**config.mk**
```make
export PLATFORM = sky130hd
export DESIGN_NAME = midpoint_ellipse_rasterizer_flat
export DESIGN_NICKNAME = d
export VERILOG_FILES = /design/src/hw/rtl/mer_pkg.sv /design/src/hw/rtl/mer_req_if.sv /design/src/hw/rtl/mer_rsp_if.sv /design/src/hw/rtl/mer_datapath.sv /design/src/hw/rtl/mer_controller.sv /design/src/hw/rtl/midpoint_ellipse_rasterizer.sv /design/src/flat_wrapper.sv
export SDC_FILE = /design/constraint.sdc
export NUM_CORES = 2
export LEC_CHECK = 0
export BUFFER_PORTS_ARGS = -buffer_cell sky130_fd_sc_hd__buf_2
export CAP_MARGIN = 10
export CORE_MARGIN = 5
export CORE_UTILIZATION = 30
export DETAILED_ROUTE_END_ITERATION = 7
export SYNTH_ARGS = -nofsm -noshare
export SYNTH_HDL_FRONTEND = slang
export SYNTH_SLANG_ARGS = --single-unit
```
**constraint.sdc**
```tcl
create_clock -name clock -period 13.7 [get_ports clock]
set_input_delay 2.74 -clock clock [delete_from_list [all_inputs] [get_ports clock]]
set_output_delay 2.74 -clock clock [all_outputs]
set_load 0.1 [all_outputs]
```
**src/hw/rtl/mer_pkg.sv**
```systemverilog
// Shared types and constants of the midpoint ellipse rasterizer.
package mer_pkg;

   // Request command codes.
   localparam logic COMMAND_START = 1'b0;
   localparam logic COMMAND_STEP  = 1'b1;

   // Operand pairs for the shared multiplier.
   typedef enum logic [2:0] {
      MUL_RX_SQ,
      MUL_RY_SQ,
      MUL_RX2_RY,
      MUL_TX_SQ,
      MUL_RY2_PROD,
      MUL_YM_SQ,
      MUL_RX2_PROD,
      MUL_RX2_RY2
   } mul_sel_type;

   // What the datapath does with the product registered in the previous cycle.
   typedef enum logic [2:0] {
      ACC_NONE,
      ACC_SAVE_RX2,
      ACC_SAVE_RY2,
      ACC_INIT_R1,
      ACC_LOAD_DEC,
      ACC_ADD_DEC,
      ACC_SUB_DEC
   } acc_op_type;

   // Controller to datapath.
   typedef struct packed {
      logic        load_start;
      mul_sel_type mul_sel;
      acc_op_type  acc_op;
      logic        step_r1;
      logic        step_r2;
   } dp_cmd_type;

   // Datapath to controller.
   typedef struct packed {
      logic x_below_y;
      logic y_exhausted;
      logic out_free;
   } dp_status_type;

endpackage

```
**src/hw/rtl/mer_req_if.sv**
```systemverilog
// Request channel: command and ellipse geometry.
interface mer_req_if #(
   parameter int RADIUS_BITS = 10,
   parameter int COORD_BITS  = 11
);
   logic                   valid;
   logic                   ready;
   logic                   command;
   logic [RADIUS_BITS-1:0] radius_x;
   logic [RADIUS_BITS-1:0] radius_y;
   logic [COORD_BITS-1:0]  centre_x;
   logic [COORD_BITS-1:0]  centre_y;

   modport source (output valid, command, radius_x, radius_y, centre_x, centre_y,
                   input ready);
   modport sink   (input valid, command, radius_x, radius_y, centre_x, centre_y,
                   output ready);
endinterface

```
**src/hw/rtl/mer_rsp_if.sv**
```systemverilog
// Response channel: the four mirrored pixel coordinates of one point.
interface mer_rsp_if #(
   parameter int COORD_BITS = 11
);
   logic                        valid;
   logic                        ready;
   logic signed [COORD_BITS+1:0] px_right;
   logic signed [COORD_BITS+1:0] px_left;
   logic signed [COORD_BITS+1:0] py_lower;
   logic signed [COORD_BITS+1:0] py_upper;
   logic                        last_point;

   modport source (output valid, px_right, px_left, py_lower, py_upper, last_point,
                   input ready);
   modport sink   (input valid, px_right, px_left, py_lower, py_upper, last_point,
                   output ready);
endinterface

```
**src/hw/rtl/mer_datapath.sv**
```systemverilog
// Datapath: held geometry, walk state, shared multiplier and output register.
module mer_datapath #(
   parameter int RADIUS_BITS = 10,
   parameter int COORD_BITS  = 11
) (
   input  logic                          clock,
   input  logic                          reset,
   input  mer_pkg::dp_cmd_type           cmd,
   output mer_pkg::dp_status_type        status,
   input  logic [RADIUS_BITS-1:0]        req_radius_x,
   input  logic [RADIUS_BITS-1:0]        req_radius_y,
   input  logic [COORD_BITS-1:0]         req_centre_x,
   input  logic [COORD_BITS-1:0]         req_centre_y,
   output logic                          rsp_valid,
   input  logic                          rsp_ready,
   output logic signed [COORD_BITS+1:0]  rsp_px_right,
   output logic signed [COORD_BITS+1:0]  rsp_px_left,
   output logic signed [COORD_BITS+1:0]  rsp_py_lower,
   output logic signed [COORD_BITS+1:0]  rsp_py_upper,
   output logic                          rsp_last_point
);

   localparam int OUT_BITS = COORD_BITS + 2;
   localparam int CUR_BITS = RADIUS_BITS + 2;
   localparam int SQ_BITS  = 2 * RADIUS_BITS;
   localparam int MB_BITS  = 2 * RADIUS_BITS + 6;
   localparam int DEC_BITS = (4 * RADIUS_BITS + 8 > 64) ? 64 : 4 * RADIUS_BITS + 8;
   localparam int SUM_BITS = (OUT_BITS > CUR_BITS) ? OUT_BITS : CUR_BITS;

   // Held geometry.
   logic [RADIUS_BITS-1:0] rad_x_ff, rad_y_ff;
   logic [COORD_BITS-1:0]  cen_x_ff, cen_y_ff;
   logic [SQ_BITS-1:0]     rx2_ff, ry2_ff;

   // Walk state.
   logic [CUR_BITS-1:0]        cur_x_ff;
   logic signed [CUR_BITS-1:0] cur_y_ff;
   logic [DEC_BITS-1:0]        step_x_ff, step_y_ff, dec_ff, prod_ff;

   // Output register.
   logic                       out_valid_ff;
   logic signed [OUT_BITS-1:0] out_right_ff, out_left_ff, out_lower_ff, out_upper_ff;
   logic                       out_last_ff;

   logic [SQ_BITS-1:0]      mul_a;
   logic [MB_BITS-1:0]      mul_b;
   logic [DEC_BITS-1:0]     mul_p;
   logic [CUR_BITS:0]       tx;
   logic signed [CUR_BITS:0] ym;
   logic [CUR_BITS-1:0]     ym_abs;
   logic [DEC_BITS-1:0]     rx2_ext, ry2_ext, sx_next, sy_next;
   logic [DEC_BITS-1:0]     dec_r1_up, dec_r1_diag, dec_r2_down, dec_r2_diag;
   logic                    dec_neg, dec_pos, out_free;
   logic [SUM_BITS-1:0]     sum_right, sum_left, sum_lower, sum_upper;

   // Region-2 operands: 2x+1 and the magnitude of y-1.
   assign tx     = {cur_x_ff, 1'b1};
   assign ym     = (CUR_BITS + 1)'(cur_y_ff) - (CUR_BITS + 1)'(1);
   assign ym_abs = ym[CUR_BITS] ? CUR_BITS'(-ym) : ym[CUR_BITS-1:0];

   // Shared multiplier operand selection.
   always_comb begin
      case (cmd.mul_sel)
         mer_pkg::MUL_RX_SQ: begin
            mul_a = SQ_BITS'(rad_x_ff);
            mul_b = MB_BITS'(rad_x_ff);
         end
         mer_pkg::MUL_RY_SQ: begin
            mul_a = SQ_BITS'(rad_y_ff);
            mul_b = MB_BITS'(rad_y_ff);
         end
         mer_pkg::MUL_RX2_RY: begin
            mul_a = rx2_ff;
            mul_b = MB_BITS'(rad_y_ff);
         end
         mer_pkg::MUL_TX_SQ: begin
            mul_a = SQ_BITS'(tx);
            mul_b = MB_BITS'(tx);
         end
         mer_pkg::MUL_RY2_PROD: begin
            mul_a = ry2_ff;
            mul_b = prod_ff[MB_BITS-1:0];
         end
         mer_pkg::MUL_YM_SQ: begin
            mul_a = SQ_BITS'(ym_abs);
            mul_b = MB_BITS'(ym_abs);
         end
         mer_pkg::MUL_RX2_PROD: begin
            mul_a = rx2_ff;
            mul_b = prod_ff[MB_BITS-1:0];
         end
         mer_pkg::MUL_RX2_RY2: begin
            mul_a = rx2_ff;
            mul_b = MB_BITS'(ry2_ff);
         end
         default: begin
            mul_a = '0;
            mul_b = '0;
         end
      endcase
   end

   assign mul_p = DEC_BITS'(mul_a) * DEC_BITS'(mul_b);

   // Per-point increments; decision values are kept scaled by four.
   assign rx2_ext = DEC_BITS'(rx2_ff);
   assign ry2_ext = DEC_BITS'(ry2_ff);
   assign sx_next = step_x_ff + (ry2_ext << 1);
   assign sy_next = step_y_ff - (rx2_ext << 1);
   assign dec_r1_up   = dec_ff + (sx_next << 2) + (ry2_ext << 2);
   assign dec_r1_diag = dec_ff + (sx_next << 2) - (sy_next << 2) + (ry2_ext << 2);
   assign dec_r2_down = dec_ff + (rx2_ext << 2) - (sy_next << 2);
   assign dec_r2_diag = dec_ff + (sx_next << 2) - (sy_next << 2) + (rx2_ext << 2);
   assign dec_neg = dec_ff[DEC_BITS-1];
   assign dec_pos = !dec_ff[DEC_BITS-1] && (dec_ff != '0);

   // Mirrored pixel coordinates of the current point.
   assign sum_right = SUM_BITS'(cen_x_ff) + SUM_BITS'(cur_x_ff);
   assign sum_left  = SUM_BITS'(cen_x_ff) - SUM_BITS'(cur_x_ff);
   assign sum_lower = SUM_BITS'(cen_y_ff) + SUM_BITS'(cur_y_ff);
   assign sum_upper = SUM_BITS'(cen_y_ff) - SUM_BITS'(cur_y_ff);

   assign out_free = !out_valid_ff || rsp_ready;

   // Status back to the controller.
   always_comb begin
      status.x_below_y   = $signed(step_x_ff) < $signed(step_y_ff);
      status.y_exhausted = ym[CUR_BITS];
      status.out_free    = out_free;
   end

   // Geometry, walk state and product registers.
   always_ff @(posedge clock) begin
      prod_ff <= mul_p;
      if (cmd.load_start) begin
         rad_x_ff  <= req_radius_x;
         rad_y_ff  <= req_radius_y;
         cen_x_ff  <= req_centre_x;
         cen_y_ff  <= req_centre_y;
         cur_x_ff  <= '0;
         cur_y_ff  <= CUR_BITS'(req_radius_y);
         step_x_ff <= '0;
      end
      case (cmd.acc_op)
         mer_pkg::ACC_SAVE_RX2: rx2_ff <= prod_ff[SQ_BITS-1:0];
         mer_pkg::ACC_SAVE_RY2: ry2_ff <= prod_ff[SQ_BITS-1:0];
         mer_pkg::ACC_INIT_R1: begin
            step_y_ff <= prod_ff << 1;
            dec_ff    <= (ry2_ext << 2) - (prod_ff << 2) + rx2_ext;
         end
         mer_pkg::ACC_LOAD_DEC: dec_ff <= prod_ff;
         mer_pkg::ACC_ADD_DEC:  dec_ff <= dec_ff + (prod_ff << 2);
         mer_pkg::ACC_SUB_DEC:  dec_ff <= dec_ff - (prod_ff << 2);
         default: ;
      endcase
      // Region 1: x always advances, y only on a non-negative decision.
      if (cmd.step_r1) begin
         cur_x_ff  <= cur_x_ff + CUR_BITS'(1);
         step_x_ff <= sx_next;
         if (dec_neg) begin
            dec_ff <= dec_r1_up;
         end else begin
            cur_y_ff  <= cur_y_ff - CUR_BITS'(1);
            step_y_ff <= sy_next;
            dec_ff    <= dec_r1_diag;
         end
      end
      // Region 2: y always drops, x only on a non-positive decision.
      if (cmd.step_r2) begin
         cur_y_ff  <= cur_y_ff - CUR_BITS'(1);
         step_y_ff <= sy_next;
         if (dec_pos) begin
            dec_ff <= dec_r2_down;
         end else begin
            cur_x_ff  <= cur_x_ff + CUR_BITS'(1);
            step_x_ff <= sx_next;
            dec_ff    <= dec_r2_diag;
         end
      end
   end

   // Output register: loaded on a step, emptied when the beat is taken.
   always_ff @(posedge clock) begin
      if (reset) begin
         out_valid_ff <= 1'b0;
      end else if (cmd.step_r1 || cmd.step_r2) begin
         out_valid_ff <= 1'b1;
      end else if (rsp_ready) begin
         out_valid_ff <= 1'b0;
      end
   end

   always_ff @(posedge clock) begin
      if (cmd.step_r1 || cmd.step_r2) begin
         out_right_ff <= sum_right[OUT_BITS-1:0];
         out_left_ff  <= sum_left[OUT_BITS-1:0];
         out_lower_ff <= sum_lower[OUT_BITS-1:0];
         out_upper_ff <= sum_upper[OUT_BITS-1:0];
         out_last_ff  <= cmd.step_r2 && ym[CUR_BITS];
      end
   end

   assign rsp_valid      = out_valid_ff;
   assign rsp_px_right   = out_right_ff;
   assign rsp_px_left    = out_left_ff;
   assign rsp_py_lower   = out_lower_ff;
   assign rsp_py_upper   = out_upper_ff;
   assign rsp_last_point = out_last_ff;

endmodule

```
**src/hw/rtl/mer_controller.sv**
```systemverilog
// Controller: sequences start set-up, point steps and the region-2 entry.
module mer_controller (
   input  logic                   clock,
   input  logic                   reset,
   input  logic                   req_valid,
   input  logic                   req_command,
   output logic                   req_ready,
   output mer_pkg::dp_cmd_type    cmd,
   input  mer_pkg::dp_status_type status
);

   typedef enum logic [3:0] {
      ST_READY,
      ST_STEP,
      ST_CHECK,
      ST_RX2,
      ST_RY2,
      ST_P,
      ST_INIT,
      ST_EN_TX,
      ST_EN_A,
      ST_EN_YM,
      ST_EN_B,
      ST_EN_C,
      ST_EN_D
   } state_type;

   typedef enum logic [1:0] {
      PH_IDLE,
      PH_R1,
      PH_R2
   } phase_type;

   state_type state_ff, state_in;
   phase_type phase_ff, phase_in;

   // Next state, phase and datapath commands.
   always_comb begin
      state_in       = state_ff;
      phase_in       = phase_ff;
      req_ready      = 1'b0;
      cmd.load_start = 1'b0;
      cmd.mul_sel    = mer_pkg::MUL_RX_SQ;
      cmd.acc_op     = mer_pkg::ACC_NONE;
      cmd.step_r1    = 1'b0;
      cmd.step_r2    = 1'b0;
      case (state_ff)
         ST_READY: begin
            req_ready = 1'b1;
            if (req_valid) begin
               if (req_command == mer_pkg::COMMAND_START) begin
                  cmd.load_start = 1'b1;
                  state_in       = ST_RX2;
               end else if (phase_ff != PH_IDLE) begin
                  state_in = ST_STEP;
               end
            end
         end
         ST_STEP: begin
            // Wait here until the output register can take the point.
            if (status.out_free) begin
               if (phase_ff == PH_R1) begin
                  cmd.step_r1 = 1'b1;
                  state_in    = ST_CHECK;
               end else begin
                  cmd.step_r2 = 1'b1;
                  if (status.y_exhausted) begin
                     phase_in = PH_IDLE;
                  end
                  state_in = ST_READY;
               end
            end
         end
         ST_CHECK: begin
            state_in = status.x_below_y ? ST_READY : ST_EN_TX;
         end
         ST_RX2: begin
            cmd.mul_sel = mer_pkg::MUL_RX_SQ;
            state_in    = ST_RY2;
         end
         ST_RY2: begin
            cmd.mul_sel = mer_pkg::MUL_RY_SQ;
            cmd.acc_op  = mer_pkg::ACC_SAVE_RX2;
            state_in    = ST_P;
         end
         ST_P: begin
            cmd.mul_sel = mer_pkg::MUL_RX2_RY;
            cmd.acc_op  = mer_pkg::ACC_SAVE_RY2;
            state_in    = ST_INIT;
         end
         ST_INIT: begin
            cmd.acc_op = mer_pkg::ACC_INIT_R1;
            phase_in   = PH_R1;
            state_in   = ST_CHECK;
         end
         // Region-2 decision value, one product per cycle.
         ST_EN_TX: begin
            cmd.mul_sel = mer_pkg::MUL_TX_SQ;
            state_in    = ST_EN_A;
         end
         ST_EN_A: begin
            cmd.mul_sel = mer_pkg::MUL_RY2_PROD;
            state_in    = ST_EN_YM;
         end
         ST_EN_YM: begin
            cmd.mul_sel = mer_pkg::MUL_YM_SQ;
            cmd.acc_op  = mer_pkg::ACC_LOAD_DEC;
            state_in    = ST_EN_B;
         end
         ST_EN_B: begin
            cmd.mul_sel = mer_pkg::MUL_RX2_PROD;
            state_in    = ST_EN_C;
         end
         ST_EN_C: begin
            cmd.mul_sel = mer_pkg::MUL_RX2_RY2;
            cmd.acc_op  = mer_pkg::ACC_ADD_DEC;
            state_in    = ST_EN_D;
         end
         ST_EN_D: begin
            cmd.acc_op = mer_pkg::ACC_SUB_DEC;
            phase_in   = PH_R2;
            state_in   = ST_READY;
         end
         default: begin
            state_in = ST_READY;
         end
      endcase
   end

   // State and phase registers.
   always_ff @(posedge clock) begin
      if (reset) begin
         state_ff <= ST_READY;
         phase_ff <= PH_IDLE;
      end else begin
         state_ff <= state_in;
         phase_ff <= phase_in;
      end
   end

endmodule

```
**src/hw/rtl/midpoint_ellipse_rasterizer.sv**
```systemverilog
// Top level of the midpoint ellipse rasterizer.
//
// A start beat loads radii and centre and gives no response; each step beat then
// gives one response beat holding the four mirrored pixels of the next point of
// the quadrant, the final point flagged by last_point, and steps while no
// ellipse is being drawn give nothing. A start forms the squared radii and the
// initial decision value, and also the region-2 decision value when the walk
// begins directly in region 2; the step that crosses into region 2 forms it too,
// and a region-1 step also checks the region boundary. The single shared
// multiplier forms these products one per cycle. Finished points wait in an
// output register, so new beats are taken while a response is pending; a step
// only holds when that register is still full.
module midpoint_ellipse_rasterizer #(
   parameter int RADIUS_BITS = 10,
   parameter int COORD_BITS  = 11
) (
   input logic    clock,
   input logic    reset,
   mer_req_if.sink   req_bus,
   mer_rsp_if.source rsp_bus
);

   mer_pkg::dp_cmd_type    cmd;
   mer_pkg::dp_status_type status;

   // Sequencer.
   mer_controller u_controller (
      .clock       (clock),
      .reset       (reset),
      .req_valid   (req_bus.valid),
      .req_command (req_bus.command),
      .req_ready   (req_bus.ready),
      .cmd         (cmd),
      .status      (status)
   );

   // Arithmetic and output register.
   mer_datapath #(
      .RADIUS_BITS (RADIUS_BITS),
      .COORD_BITS  (COORD_BITS)
   ) u_datapath (
      .clock          (clock),
      .reset          (reset),
      .cmd            (cmd),
      .status         (status),
      .req_radius_x   (req_bus.radius_x),
      .req_radius_y   (req_bus.radius_y),
      .req_centre_x   (req_bus.centre_x),
      .req_centre_y   (req_bus.centre_y),
      .rsp_valid      (rsp_bus.valid),
      .rsp_ready      (rsp_bus.ready),
      .rsp_px_right   (rsp_bus.px_right),
      .rsp_px_left    (rsp_bus.px_left),
      .rsp_py_lower   (rsp_bus.py_lower),
      .rsp_py_upper   (rsp_bus.py_upper),
      .rsp_last_point (rsp_bus.last_point)
   );

endmodule

```
**src/flat_wrapper.sv**
```systemverilog
// flat-port wrapper written by rule: the top's interface ports become plain ports
module midpoint_ellipse_rasterizer_flat 
#(
   parameter int RADIUS_BITS = 10,
   parameter int COORD_BITS  = 11
)
  (clock, reset, req_bus_valid, req_bus_command, req_bus_radius_x, req_bus_radius_y, req_bus_centre_x, req_bus_centre_y, req_bus_ready, rsp_bus_valid, rsp_bus_px_right, rsp_bus_px_left, rsp_bus_py_lower, rsp_bus_py_upper, rsp_bus_last_point, rsp_bus_ready);
  mer_req_if #(.RADIUS_BITS(RADIUS_BITS), .COORD_BITS(COORD_BITS)) req_bus_i ();
  mer_rsp_if #(.COORD_BITS(COORD_BITS)) rsp_bus_i ();
  input logic clock;
  input logic reset;
  input wire logic [$bits(req_bus_i.valid)-1:0] req_bus_valid;
  input wire logic [$bits(req_bus_i.command)-1:0] req_bus_command;
  input wire logic [$bits(req_bus_i.radius_x)-1:0] req_bus_radius_x;
  input wire logic [$bits(req_bus_i.radius_y)-1:0] req_bus_radius_y;
  input wire logic [$bits(req_bus_i.centre_x)-1:0] req_bus_centre_x;
  input wire logic [$bits(req_bus_i.centre_y)-1:0] req_bus_centre_y;
  output wire logic [$bits(req_bus_i.ready)-1:0] req_bus_ready;
  output wire logic [$bits(rsp_bus_i.valid)-1:0] rsp_bus_valid;
  output wire logic [$bits(rsp_bus_i.px_right)-1:0] rsp_bus_px_right;
  output wire logic [$bits(rsp_bus_i.px_left)-1:0] rsp_bus_px_left;
  output wire logic [$bits(rsp_bus_i.py_lower)-1:0] rsp_bus_py_lower;
  output wire logic [$bits(rsp_bus_i.py_upper)-1:0] rsp_bus_py_upper;
  output wire logic [$bits(rsp_bus_i.last_point)-1:0] rsp_bus_last_point;
  input wire logic [$bits(rsp_bus_i.ready)-1:0] rsp_bus_ready;
  assign req_bus_i.valid = req_bus_valid;
  assign req_bus_i.command = req_bus_command;
  assign req_bus_i.radius_x = req_bus_radius_x;
  assign req_bus_i.radius_y = req_bus_radius_y;
  assign req_bus_i.centre_x = req_bus_centre_x;
  assign req_bus_i.centre_y = req_bus_centre_y;
  assign req_bus_ready = req_bus_i.ready;
  assign rsp_bus_valid = rsp_bus_i.valid;
  assign rsp_bus_px_right = rsp_bus_i.px_right;
  assign rsp_bus_px_left = rsp_bus_i.px_left;
  assign rsp_bus_py_lower = rsp_bus_i.py_lower;
  assign rsp_bus_py_upper = rsp_bus_i.py_upper;
  assign rsp_bus_last_point = rsp_bus_i.last_point;
  assign rsp_bus_i.ready = rsp_bus_ready;
  midpoint_ellipse_rasterizer #(.RADIUS_BITS(RADIUS_BITS), .COORD_BITS(COORD_BITS)) u_core (.clock(clock), .reset(reset), .req_bus(req_bus_i), .rsp_bus(rsp_bus_i));
endmodule
```
==> key figures <==
Place
  – Port bufs: 101
  – Placed Area: 57800 µm²
  – HPWL Detailed: 166 mm
  – Place WS: 2.02 ns
  – Final Wtd Congestion: 0.967

Synthesis
  – Mapped Cells: 6714
  – Top cell type by total area after synthesis: fa_1
  – Seq cells post-synth: 354
  – Main synth FF type: edfxtp_1
  – Post-synth EDFFs: 183
  – Yosys warns: 0
  – Post-synthesis sequential area ratio: 16.3%
  – Async S/R FF share, synth: 0%
  – Top cells by area in the synthesized netlist: fa_1 17%, ha_1 13%, edfxtp_1 10%
  – Syn_area_per_cell: 8.13 µm²
  – Mapped Area: 54600 µm²
  – Synth cell types: 107
  – Synth Net Count: 7801
  – Post-synth top area share: 17.5%

Floorplan
  – Die Area: 191000 µm²
  – Initial core utilization: 30.2%
  – Row Count: 156
  – I/O pin count: 102
  – Core area: 181000 µm²
  – Die Ht: 437 µm
  – Chip Width: 437 µm

STA
  – Slew headroom: 18.4%
  – Fin. Hold Viols: 0
  – Worst slew pin tran: 1.19 ns
  – Setup WS post-layout: 1.81 ns
  – Tmin final: 11.89 ns
  – Setup TNS Final: 0 ns
  – Fin crit share: 86.8%
  – # setup viols final: 0
  – Clock Skew: 0.0502 ns
  – Fmax: 84.1 MHz
  – Final Slew Violations: 0
  – Unrepaired setup endpoints after global routing: no

Setup path
  – Worst R2R Start: u_core.u_datapath.cur_y_ff[1]$_DFF_P_
  – Setup crit start kind: flip-flop
  – Slowest stage delay, CP: 0.82 ns
  – Max stage delay cell, worst path: a221oi_1
  – Data arrival, critical path: 12.38 ns
  – CP delay by family, top: compound AO/OA/AOI/OAI gates
  – Reg2Reg Depth: 38
  – CP endpoint kind: flip-flop
  – CP bufs+invs: 7
  – Reg2Reg Setup Slack: 1.81 ns
  – Worst setup path category: reg2reg
  – Most frequent CP cell: inv_1
  – Required time of the critical path: 14.19 ns
  – Reg-to-Reg End: u_core.u_datapath.prod_ff[45]$_DFF_P_
  – Worst-path maximum fanout: 14

Cells and area
  – Final instance area: 59300 µm²
  – Register area: 8920 µm²
  – Area of the multi-input gates: 41700 µm²
  – Area growth syn-to-layout: 8.57%
  – Fill count: 18876
  – Share of layout cells above drive strength 1: 5.66%
  – Nets: 7761

Clock network
  – Post-CTS sizing: 0
  – Worst-path clk slew: 0.06 ns
  – Cts bufs inserted: 43
  – Maximum root-to-sink buffer count: 3
  – Root Buffer: clkbuf_16
  – Hold buffers post-CTS: 0
  – Setup Buffers After CTS: 0
  – CTS tree: done
  – Clock Latency Late Sink: 0.65 ns
  – Clock Sinks: 354
  – Htree depth: 2

Status
  – Status: finished, violations left
  – Violated checks: design-rule violations

Detailed routing
  – Post-DR wirelength/cell: 22.2 µm
  – Routed Antenna Nets: 0
  – Drt via density: 5.52
  – Via Count: 50111
  – Final wirelength: 202 mm
  – Drt pass-1 iters: 8
  – DRC: 4
  – DR iter-0 viols: 4956

Global routing
  – Largest net degree at the start of global routing: 78
  – Vias in the first global route: 48924
  – Initial antenna violation count: 2
  – GRT Residual Overflow: 0
  – Overall routing resource usage: 20.4%
  – First-pass GRT wire length: 302 mm

Hold path
  – Hold Path Class: reg2reg
  – Hold depth: 1
  – Worst Hold Endpoint: u_core.u_datapath.step_y_ff[47]$_DFF_P_
  – Hold path startpoint: u_core.u_datapath.step_y_ff[47]$_DFF_P_

Job
  – Max-capacitance violation count: 0
[synth_stat cells (147+ instances only)]
| cell type | instances |
|---|---|
| inv_1 | 794 |
| nand2_1 | 686 |
| nor2_1 | 635 |
| ha_1 | 563 |
| a21oi_1 | 481 |
| fa_1 | 477 |
| o21ai_0 | 313 |
| xnor2_1 | 286 |
| clkbuf_1 | 242 |
| xor2_1 | 199 |
| edfxtp_1 | 183 |
| a21o_1 | 182 |
| dfxtp_1 | 171 |
| nand3_1 | 147 |
[sequential cells by signal (all words and copies together), names as in the netlist, 2 cells and up]
signal and count:
u_core.u_datapath.dec_ff 48, u_core.u_controller.phase_ff 2, u_core.u_datapath.cen_x_ff 11, u_core.u_datapath.step_x_ff 48, u_core.u_controller.state_ff 4, u_core.u_datapath.rsp_py_upper 12, u_core.u_datapath.rx2_ff 20, u_core.u_datapath.rad_y_ff 10
u_core.u_datapath.cen_y_ff 11, u_core.u_datapath.cur_y_ff 12, u_core.u_datapath.step_y_ff 48, u_core.u_datapath.ry2_ff 20, u_core.u_datapath.prod_ff 46, u_core.u_datapath.rsp_px_right 12, u_core.u_datapath.cur_x_ff 12, u_core.u_datapath.rsp_py_lower 13
u_core.u_datapath.rad_x_ff 10, u_core.u_datapath.rsp_px_left 13
[area by class of cell]
class                   count  share of cell area (%)
diodes                      2                 0.00844
repair buffers            194                    2.03
clock buffers              54                    2.01
multi-input cells        5285                    70.4
flip-flops and latches    354                    15.0
inverters                 796                    5.04
well taps                2370                    5.00
clock inverters            26                   0.477
[layer usage]
metal	GRT usage (%)	share of wire [%]
met1	27.9	43
met2	33.2	45
met3	2.41	7.7
met4	7.24	4.1
met5	0	0
[how the worst max path moves through the flow]
| stage | from | end | slack (ns) | cells past startpoint |
|---|---|---|---|---|
| global placement | u_core.u_datapath.cur_y_ff[1]$_DFF_P_ | u_core.u_datapath.prod_ff[45]$_DFF_P_ | 2.03 | 38 |
| detailed placement | u_core.u_datapath.cur_y_ff[1]$_DFF_P_ | u_core.u_datapath.prod_ff[45]$_DFF_P_ | 2.02 | 38 |
| floorplan | u_core.u_controller.state_ff[2]$_SDFFE_PP0P_ | u_core.u_datapath.prod_ff[45]$_DFF_P_ | 3.86 | 40 |
| finish | u_core.u_datapath.cur_y_ff[1]$_DFF_P_ | u_core.u_datapath.prod_ff[45]$_DFF_P_ | 1.81 | 38 |
| CTS | u_core.u_datapath.cur_y_ff[1]$_DFF_P_ | u_core.u_datapath.prod_ff[45]$_DFF_P_ | 1.96 | 38 |
| global route | u_core.u_datapath.cur_y_ff[1]$_DFF_P_ | u_core.u_datapath.prod_ff[45]$_DFF_P_ | 1.28 | 38 |
[layout by cell type, fill, tap and decap left out, drive strengths merged, types with 47 or more instances in the layout]
cell,instances
ha,563
nor2b,56
nor3,98
nor2,635
a211oi,73
o21a,56
a21o,183
edfxtp,183
inv,797
nor4,47
o21ai,324
and3,70
buf,194
xor2,199
nand3,147
clkbuf,54
nand4,78
dfxtp,171
o21bai,62
nand2b,81
nand2,688
fa,477
xnor2,287
a21oi,483
[kinds of logic (layout without fill, tap and decap cells)]
group	after synthesis	after routing	share of synthesized area (%)
muxes	33	33	0.630
other	0	2	0
adders and majority gates	1040	1040	30.4
buffers and inverters	1075	1070	7.45
DFF	354	354	16.3
and+or+nand+nor	2098	2098	17.8
xor gates and xnor gates	487	487	7.85
AOI/OAI and AO/OA	1627	1627	19.5
[stage by stage]
stage | utilization, % | instances | hold slack [ns]
floorplan | - | 6714 | 0.437
global placement | 32.0 | 8999 | 0.470
detailed placement | 32.0 | 8999 | 0.484
CTS | 32.8 | 9079 | 0.492
global route | 32.8 | 9080 | 0.524
finish | 32.8 | 9081 | 0.494
Power is not shown: default switching activity piles up to over one toggle a cycle in this logic, so the estimate is an artifact.
